==> config.mk <==
export PLATFORM = sky130hd
export DESIGN_NAME = id3v2_frame_extractor
export DESIGN_NICKNAME = d
export VERILOG_FILES = /design/src/rtl/id3fx_pkg.sv /design/src/rtl/id3v2_frame_extractor.sv
export SDC_FILE = /design/constraint.sdc
export NUM_CORES = 1
export LEC_CHECK = 0
export ABC_AREA = 1
export BUFFER_PORTS_ARGS = -buffer_cell sky130_fd_sc_hd__buf_2
export CAP_MARGIN = 10
export CORE_MARGIN = 2
export CORE_UTILIZATION = 30
export CTS_CLUSTER_DIAMETER = 120
export DETAILED_ROUTE_END_ITERATION = 10
export GPL_ROUTABILITY_DRIVEN = 1
export GPL_TIMING_DRIVEN = 0
export SLEW_MARGIN = 20
export SYNTH_ARGS = -nofsm -noshare
export SYNTH_HDL_FRONTEND = slang
export SYNTH_SLANG_ARGS = --single-unit
==> constraint.sdc <==
create_clock -name aclk -period 5.4 [get_ports aclk]
set_input_delay 1.08 -clock aclk [delete_from_list [all_inputs] [get_ports aclk]]
set_output_delay 1.08 -clock aclk [all_outputs]
set_load 0.01 [all_outputs]
==> src/rtl/id3fx_pkg.sv <==
// id3fx_pkg: types and constants for the id3v2 frame extractor
// holds the parse phase enum, item structs and field byte counts; no dependencies
`timescale 1ns / 1ps

package id3fx_pkg;

    // parse phases
    typedef enum logic [2:0] {
        PH_HEADER  = 3'd0,
        PH_ID      = 3'd1,
        PH_SIZE    = 3'd2,
        PH_FLAGS   = 3'd3,
        PH_PAYLOAD = 3'd4,
        PH_DONE    = 3'd5
    } phase_t;

    // byte counts of the fixed fields
    localparam logic [3:0] HEADER_BYTES = 4'd10;
    localparam logic [3:0] ID_BYTES     = 4'd4;
    localparam logic [3:0] SIZE_BYTES   = 4'd4;
    localparam logic [3:0] FLAG_BYTES   = 4'd2;

    // configuration register indexes
    localparam int         CFG_INDEX_W   = 2;
    localparam logic [1:0] CFG_TARGET_ID = 2'd0;
    localparam logic [1:0] CFG_SHOW_ALL  = 2'd1;

    // byte kinds
    localparam logic KIND_ID      = 1'b0;
    localparam logic KIND_PAYLOAD = 1'b1;

    typedef struct packed {
        logic [7:0] tag_byte;
        logic       tag_start;
    } in_item_t;

    typedef struct packed {
        logic [7:0] out_byte;
        logic       byte_kind;
        logic       frame_last;
    } out_item_t;

endpackage

==> src/rtl/id3v2_frame_extractor.sv <==
// id3v2_frame_extractor: walks the frames of an id3v2.3 tag one byte per item
// depends on id3fx_pkg for phase enum, item structs and constants
`timescale 1ns / 1ps

// Takes one tag byte per cycle and emits at most one byte per input item.
// Each accepted item updates the parse state and its result, if any, is
// registered in the output register at the same clock edge; a new item
// is accepted every cycle unless a finished result is still waiting and
// m_ready is low. Bytes are walked as a 10-byte tag header, then frames of a
// 4-byte id, a 4-byte big-endian size, 2 flag bytes and the payload. A zero
// byte in place of a frame id ends parsing until the next tag_start. With
// show_all set, every id byte and payload byte is emitted; otherwise only the
// payload of the first frame whose id equals target_id is emitted, and
// parsing stops after it. The user must write configuration through cfg_wr_en,
// cfg_index and cfg_wr_data only while idle; the block does not enforce this.
module id3v2_frame_extractor (
    input  logic                             aclk,
    input  logic                             aresetn,
    // configuration
    input  logic                             cfg_wr_en,
    input  logic [id3fx_pkg::CFG_INDEX_W-1:0] cfg_index,
    input  logic [31:0]                      cfg_wr_data,
    // input channel
    input  logic                             s_valid,
    output logic                             s_ready,
    input  id3fx_pkg::in_item_t              s_item,
    // result channel
    output logic                             m_valid,
    input  logic                             m_ready,
    output id3fx_pkg::out_item_t             m_item
);

    // configuration registers
    logic [31:0] target_id_reg;
    logic        show_all_reg;

    // parse state
    id3fx_pkg::phase_t phase_reg, phase_next;
    logic [3:0]        count_reg, count_next;
    logic [31:0]       id_reg, id_next;
    logic [31:0]       left_reg, left_next;
    logic              sel_reg, sel_next;

    // result register
    logic                 m_valid_reg, m_valid_next;
    id3fx_pkg::out_item_t m_item_reg, m_item_next;

    logic accept;

    // per-item working values
    id3fx_pkg::phase_t cur_phase;
    logic [3:0]        cur_count;
    logic [31:0]       cur_id;
    logic [31:0]       cur_left;
    logic              cur_sel;
    logic [3:0]        count_inc;
    logic [31:0]       id_shifted;
    logic [31:0]       left_dec;
    logic              emit;
    logic [7:0]        b;

    assign s_ready = !m_valid_reg || m_ready;
    assign accept  = s_valid && s_ready;
    assign m_valid = m_valid_reg;
    assign m_item  = m_item_reg;

    // configuration writes
    always_ff @(posedge aclk) begin
        if (!aresetn) begin
            target_id_reg <= '0;
            show_all_reg  <= 1'b0;
        end else if (cfg_wr_en) begin
            case (cfg_index)
                id3fx_pkg::CFG_TARGET_ID: target_id_reg <= cfg_wr_data;
                id3fx_pkg::CFG_SHOW_ALL:  show_all_reg  <= cfg_wr_data[0];
                default: ;
            endcase
        end
    end

    // parse step for one item
    always_comb begin
        b = s_item.tag_byte;
        if (s_item.tag_start) begin
            cur_phase = id3fx_pkg::PH_HEADER;
            cur_count = '0;
            cur_id    = '0;
            cur_left  = '0;
            cur_sel   = 1'b0;
        end else begin
            cur_phase = phase_reg;
            cur_count = count_reg;
            cur_id    = id_reg;
            cur_left  = left_reg;
            cur_sel   = sel_reg;
        end
        count_inc  = cur_count + 4'd1;
        id_shifted = {cur_id[23:0], b};
        left_dec   = cur_left - 32'd1;

        phase_next = cur_phase;
        count_next = cur_count;
        id_next    = cur_id;
        left_next  = cur_left;
        sel_next   = cur_sel;
        emit       = 1'b0;
        m_item_next.out_byte   = b;
        m_item_next.byte_kind  = id3fx_pkg::KIND_ID;
        m_item_next.frame_last = 1'b0;

        case (cur_phase)
            id3fx_pkg::PH_HEADER: begin
                count_next = count_inc;
                if (count_inc >= id3fx_pkg::HEADER_BYTES) begin
                    phase_next = id3fx_pkg::PH_ID;
                    count_next = '0;
                end
            end
            id3fx_pkg::PH_ID: begin
                if (cur_count == 4'd0 && b == 8'd0) begin
                    // zero byte where an id begins ends the tag
                    phase_next = id3fx_pkg::PH_DONE;
                end else begin
                    id_next    = id_shifted;
                    count_next = count_inc;
                    emit       = show_all_reg;
                    if (count_inc >= id3fx_pkg::ID_BYTES) begin
                        sel_next   = (id_shifted == target_id_reg);
                        phase_next = id3fx_pkg::PH_SIZE;
                        count_next = '0;
                        left_next  = '0;
                    end
                end
            end
            id3fx_pkg::PH_SIZE: begin
                left_next  = {cur_left[23:0], b};
                count_next = count_inc;
                if (count_inc >= id3fx_pkg::SIZE_BYTES) begin
                    phase_next = id3fx_pkg::PH_FLAGS;
                    count_next = '0;
                end
            end
            id3fx_pkg::PH_FLAGS: begin
                count_next = count_inc;
                if (count_inc >= id3fx_pkg::FLAG_BYTES) begin
                    count_next = '0;
                    if (cur_left == 32'd0) begin
                        // empty payload ends the frame here
                        phase_next = (!show_all_reg && cur_sel) ?
                                     id3fx_pkg::PH_DONE : id3fx_pkg::PH_ID;
                    end else begin
                        phase_next = id3fx_pkg::PH_PAYLOAD;
                    end
                end
            end
            id3fx_pkg::PH_PAYLOAD: begin
                left_next = left_dec;
                emit      = show_all_reg || cur_sel;
                m_item_next.byte_kind  = id3fx_pkg::KIND_PAYLOAD;
                m_item_next.frame_last = (left_dec == 32'd0);
                if (left_dec == 32'd0) begin
                    count_next = '0;
                    phase_next = (!show_all_reg && cur_sel) ?
                                 id3fx_pkg::PH_DONE : id3fx_pkg::PH_ID;
                end
            end
            default: ;
        endcase

        // result register handshake
        if (accept) begin
            m_valid_next = emit;
        end else if (m_ready) begin
            m_valid_next = 1'b0;
        end else begin
            m_valid_next = m_valid_reg;
        end
    end

    // parse state registers
    always_ff @(posedge aclk) begin
        if (!aresetn) begin
            phase_reg <= id3fx_pkg::PH_HEADER;
            count_reg <= '0;
            id_reg    <= '0;
            left_reg  <= '0;
            sel_reg   <= 1'b0;
        end else if (accept) begin
            phase_reg <= phase_next;
            count_reg <= count_next;
            id_reg    <= id_next;
            left_reg  <= left_next;
            sel_reg   <= sel_next;
        end
    end

    // result registers
    always_ff @(posedge aclk) begin
        if (!aresetn) begin
            m_valid_reg <= 1'b0;
        end else begin
            m_valid_reg <= m_valid_next;
        end
    end

    always_ff @(posedge aclk) begin
        if (accept && emit) begin
            m_item_reg <= m_item_next;
        end
    end

endmodule
Word level (Yosys, flattened, before mapping)

Index checks and enable logic that the tools add are counted.

Bits in read-only memories: 0
Latch bits: 0
Bits in registers: 116
Word-level logic and storage cells: 72
Bits in writable memories: 0
Memories: 0
Input bits: 48

Equality and inequality tests: 6
Bitwise logic cells: 0
Divide/modulo/power cells: 0
Multiplexer cells: 33
Multipliers: 0
Add/sub/neg operators: 2
Order comparisons: 3
Reductions and logical operators: 17
Shift operators: 0

Operators with widths:

| operator                                                               | count |
|---|---|
| 32-bit two-way mux                                                     | 6 |
| 32-bit one-hot mux with 3 select lines                                 | 1 |
| 32-bit zero test                                                       | 2 |
| 32-bit equality test                                                   | 1 |
| 32-bit by 1-bit subtractor with 32-bit output (second input constant)  | 1 |
| 3-bit two-way mux                                                      | 9 |
| 4-bit two-way mux                                                      | 6 |
| 4-bit one-hot mux with 5 select lines                                  | 1 |
| 3-bit one-hot mux with 5 select lines                                  | 1 |
| 8-bit zero test                                                        | 1 |
| 1-bit two-way mux                                                      | 7 |
| 3-bit by 2-bit equality test with 1-bit output (second input constant) | 2 |
| 4-bit by 1-bit adder with 4-bit output (second input constant)         | 1 |
| 4-bit by 2-bit >= comparator with 1-bit output (second input constant) | 1 |
| 4-bit by 3-bit >= comparator with 1-bit output (second input constant) | 1 |
| 4-bit >= comparator (second input constant)                            | 1 |
| 1-bit logical AND                                                      | 4 |
| 4-bit zero test                                                        | 1 |
| 2-bit AND reduction                                                    | 2 |
| 3-bit by 1-bit equality test with 1-bit output (second input constant) | 1 |
| 3-bit equality test (second input constant)                            | 1 |
| 3-bit zero test                                                        | 1 |
| 2-bit by 1-bit equality test with 1-bit output (second input constant) | 1 |
| 1-bit zero test                                                        | 2 |
| 5 further kinds                                                        | 6 |

Logic depth before layout (Yosys ltp)

Depth in word-level cells: 6
Depth in mapped cells: 19
Depth with buffers taken out: 18

Least setup slack after synthesis

Ideal clock, no wire load.

Path kind: input -> register
Start point: in s_item[0] (netlist bit)
End point: reg m_item_reg, in the netlist m_item[0], enable pin
Arrival: 3.075 ns
Data required time: 5.022 ns
Library setup time: 0.378 ns
Path buffers: 4
Stages: 12
Path slack: 1.947 ns
Cell sequence: inv_2 > buf_6 > buf_6 > buf_2 > buf_1 > nand2_1 > ha_1 > nand3_1 > nand2_1 > inv_1 > nor2_1 > nor2_1

Longest elaborated chain between the ends: 6
Elaborated cells on any way between the ends: 11
Classes of those cells: 2 x eq/ne; 5 x mux; 4 x reduce/logical

Ends and longest elaborated chain:

| item                                    | RTL line                     | RTL |
|---|---|---|
| start, declared                         | id3v2_frame_extractor.sv:26  | `input id3fx_pkg::in_item_t s_item,` |
| 4-bit two-way mux                       | id3v2_frame_extractor.sv:84  | `if (s_item.tag_start) begin` |
| 4-bit zero test                         | id3v2_frame_extractor.sv:120 | `if (cur_count == 4'd0 && b == 8'd0) begin` |
| 1-bit logical AND                       | id3v2_frame_extractor.sv:120 |  |
| 1-bit two-way mux                       | id3v2_frame_extractor.sv:120 |  |
| 1-bit one-hot mux with 2 select lines * | id3v2_frame_extractor.sv:111 | `case (cur_phase)` |
| 1-bit logical AND *                     | id3v2_frame_extractor.sv:207 | `if (accept && emit) begin` |
| end signal, assigned                    | id3v2_frame_extractor.sv:208 | `m_item_reg <= m_item_next;` |
| end, declared                           | id3v2_frame_extractor.sv:46  | `id3fx_pkg::out_item_t m_item_reg, m_item_next;` |

Mark *: on every way between the ends. The rest lies on a longest branch, timed or not.
A chain may end at the register's enable or synchronous reset.

Final worst setup path

Start point: in s_item[0] (netlist bit)
End point: reg left_reg[6]

Longest elaborated chain between the ends: 6
Elaborated cells on any way between the ends: 14
Classes of those cells: 2 x add/sub; 1 x order compare; 3 x eq/ne; 6 x mux; 2 x reduce/logical

Ends and longest elaborated chain:

| item                                           | RTL line                     | RTL |
|---|---|---|
| 4-bit two-way mux                              | id3v2_frame_extractor.sv:84  |  |
| 4-bit by 1-bit adder with 4-bit output         | id3v2_frame_extractor.sv:97  | `count_inc = cur_count + 4'd1;` |
| 4-bit by 3-bit >= comparator with 1-bit output | id3v2_frame_extractor.sv:127 | `if (count_inc >= id3fx_pkg::ID_BYTES) begin` |
| 32-bit two-way mux                             | id3v2_frame_extractor.sv:127 |  |
| 32-bit two-way mux                             | id3v2_frame_extractor.sv:120 |  |
| 32-bit one-hot mux with 3 select lines *       | id3v2_frame_extractor.sv:111 |  |
| end signal, assigned                           | id3v2_frame_extractor.sv:192 | `left_reg <= left_next;` |
| end, declared                                  | id3v2_frame_extractor.sv:41  | `logic [31:0] left_reg, left_next;` |

Marked as above.

==> results_dict.tcl <==
set metrics [dict create \
    postCtsSetupRepairBufs 0 \
    dpl_cell_area_sq_um 7500 \
    grt_usage 0.198 \
    routed_wl_mm 23.5 \
    drive_gt1_frac 0.0980 \
    grt-ovfl-total 0 \
    gp_congestion 0.968 \
    fin_nets 1203 \
    die-area_sq_um 24100 \
    grt_pass1_vias 7113 \
    syn-num-nets 1134 \
    yosys.cell_types.count 38 \
    ant_nets 0 \
    coreArea_sq_um 22500 \
    clock.fmax_mhz 240 \
    clkTransAtPathRegs_ns 0.08 \
    peakVddDrop_uv 157 \
    finish.instance_area_sq_um 7780 \
    netlist_area_sq_um 6850 \
    synthCells 1080 \
    wl_per_cell_microns 16.3 \
    viasPerCell 5.14 \
    die_y_microns 155 \
    hold_buffers 0 \
    grt_max_degree 19 \
    rsz0062_at_grt "no" \
    maxCapViolations 0 \
    yosys.cell_count.top_type "nand2_1" \
    cts_buffers 9 \
    relSlewSlack 0.527 \
    yosysTopAreaCell "dfxtp_1" \
    cts_tree "done" \
    ctsLongestPathBuffers 2 \
    drc 0 \
    synthTopCellsByCount "nand2_1 (258), nor2_1 (137), inv_1 (134)" \
    setup_viol 0 \
    finalSetupTns_ns 0 \
    fin_crit_sh 0.771 \
    p_per_area_nw_per_um2 262 \
    ys.flop_type "dfxtp_1" \
    crit_fanout 10 \
    h-tree-depth 3 \
    synth_warnings 0 \
    status "completed" \
    synth_edf_count 10 \
    worst_skew_pair.late_latency_ns 0.37 \
    synth-async-reset-ratio 0 \
    ys_seq_area_frac 0.330 \
    start_kind "input port" \
    cts-resized-gates 0 \
    synthToLayoutAreaGrowth_pct 13.6 \
    avgSynthCellArea_sq_um 6.34 \
    slew_viol_final 0 \
    cts-root-buf "clkbuf_16" \
    antenna_found_initial 0 \
    cp.required_ns 5.69 \
    start_util 0.304 \
    leakage_nw 3.75 \
    hold_viol_final 0 \
    vias 7387 \
    first_iter_violations 615 \
    yosys.area.top_type_share 0.286 \
    row_count 55 \
    hold_class "reg -> reg" \
    finalCriticalPeriod_ns 4.17 \
    whs_ns 0.466 \
    final_cells 1438 \
    io_pins 60 \
    ys_ff_latch 108 \
    synthTopCellsByArea "dfxtp_1 (29%), nand2_1 (14%), o21ai_0 (8.0%)" \
    fin_skew_ns 0.0135 \
    dr.pass1.iters 5 \
    cts.sinks 108 \
    worstMarginPinSlew_ns 0.709 \
    hpwl_mm 18.1 \
    grt_first_pass_wirelength_mm 37.6 \
    portBuffers 58 \
    path_class "in -> reg" \
    chipWidth_microns 155 \
    dp_cells 1423 \
    r2r_slack_ns 2.57 \
    diodes 0 \
    crit_arrival_ns 4.46 \
    worstSetupEndpointType "flip-flop" \
]
## placed cells by master, fill, tap and decap left out, types with 4 or more instances in the layout
cell type and count:
nor2_2 11, nor3_1 9, o211ai_1 32, nor4_1 5, buf_2 62, a21oi_1 59, a31oi_1 22, o221ai_1 12
nand4_1 11, xnor2_1 13, edfxtp_1 10, dfxtp_1 98, clkbuf_1 38, nor2_1 136, nand3_1 49, nand2_1 258
xor2_1 12, buf_6 4, ha_1 6, o21ai_0 110, inv_1 134, o21ai_1 4, inv_2 4, clkbuf_16 9
nand2_2 9, o22ai_1 5
## worst max-delay path, stage by stage
cell and delay [ns]:
buf_2 0.14, inv_2 0.09, buf_6 0.15, buf_6 0.15
buf_2 0.31, buf_1 0.52, nand2_1 0.20, inv_1 0.15
ha_1 0.17, xnor2_1 0.12, nor2_2 0.24, nor2_1 0.15
nor3_4 0.46, buf_4 0.30, nand2_1 0.07, a31oi_1 0.15
## final timing paths
path | from | endpoint | depth (start not counted)
hold reg to reg | target_id_reg[25] | target_id_reg[25] | 2
hold / removal | target_id_reg[25] | target_id_reg[25] | 2
setup / recovery | s_item[0] | left_reg[6] | 16
setup reg to reg | phase_reg[2] | m_item[1] | 8
## layer usage
layer  part of all wire  global-route usage  vias up
li1                   -                   -     3702
met1               0.43               0.250     3396
met2               0.48               0.340      237
met3              0.057              0.0270       52
met4              0.033              0.0816        0
met5                  0                   0        -
## power breakdown
part	switching [W]	leakage [nW]	internal, W
Clock	0.000336	0.141	0.000331
Combinational	0.000331	2.71	0.000154
Sequential	0.0000331	0.894	0.000851
## through the flow
step	total power [W]	setup slack [ns]	utilization
global route	0.00214	1.06	0.346
global placement	0.00137	0.598	0.333
finish	0.00204	1.23	0.346
floorplan	0.00123	1.95	-
detailed placement	0.00138	0.921	0.333
CTS	0.00204	1.30	0.346
## kinds of logic (layout without fill, tap and decap cells)
logic type | Yosys count | count (layout) | share of synthesized area
adder cells (fa/ha/maj) | 6 | 6 | 0.0110
AO/OA/AOI/OAI | 255 | 255 | 0.215
flip-flops | 108 | 108 | 0.330
AND/OR/NAND/NOR | 494 | 494 | 0.301
XOR/XNOR | 25 | 25 | 0.0320
buffers and inverters | 192 | 265 | 0.111
## cell type report
| type | count | area [sq um] |
|---|---|---|
| Fill cell | 2492 | 14700 |
| Timing Repair Buffer | 58 | 290 |
| Buffer | 51 | 234 |
| Clock inverter | 5 | 42.5 |
| Clock buffer | 10 | 239 |
| Sequential cell | 108 | 2260 |
| Multi-Input combinational cell | 780 | 3830 |
| Inverter | 141 | 529 |
| Tap cell | 285 | 357 |
Power figures use the tool's default switching activity.
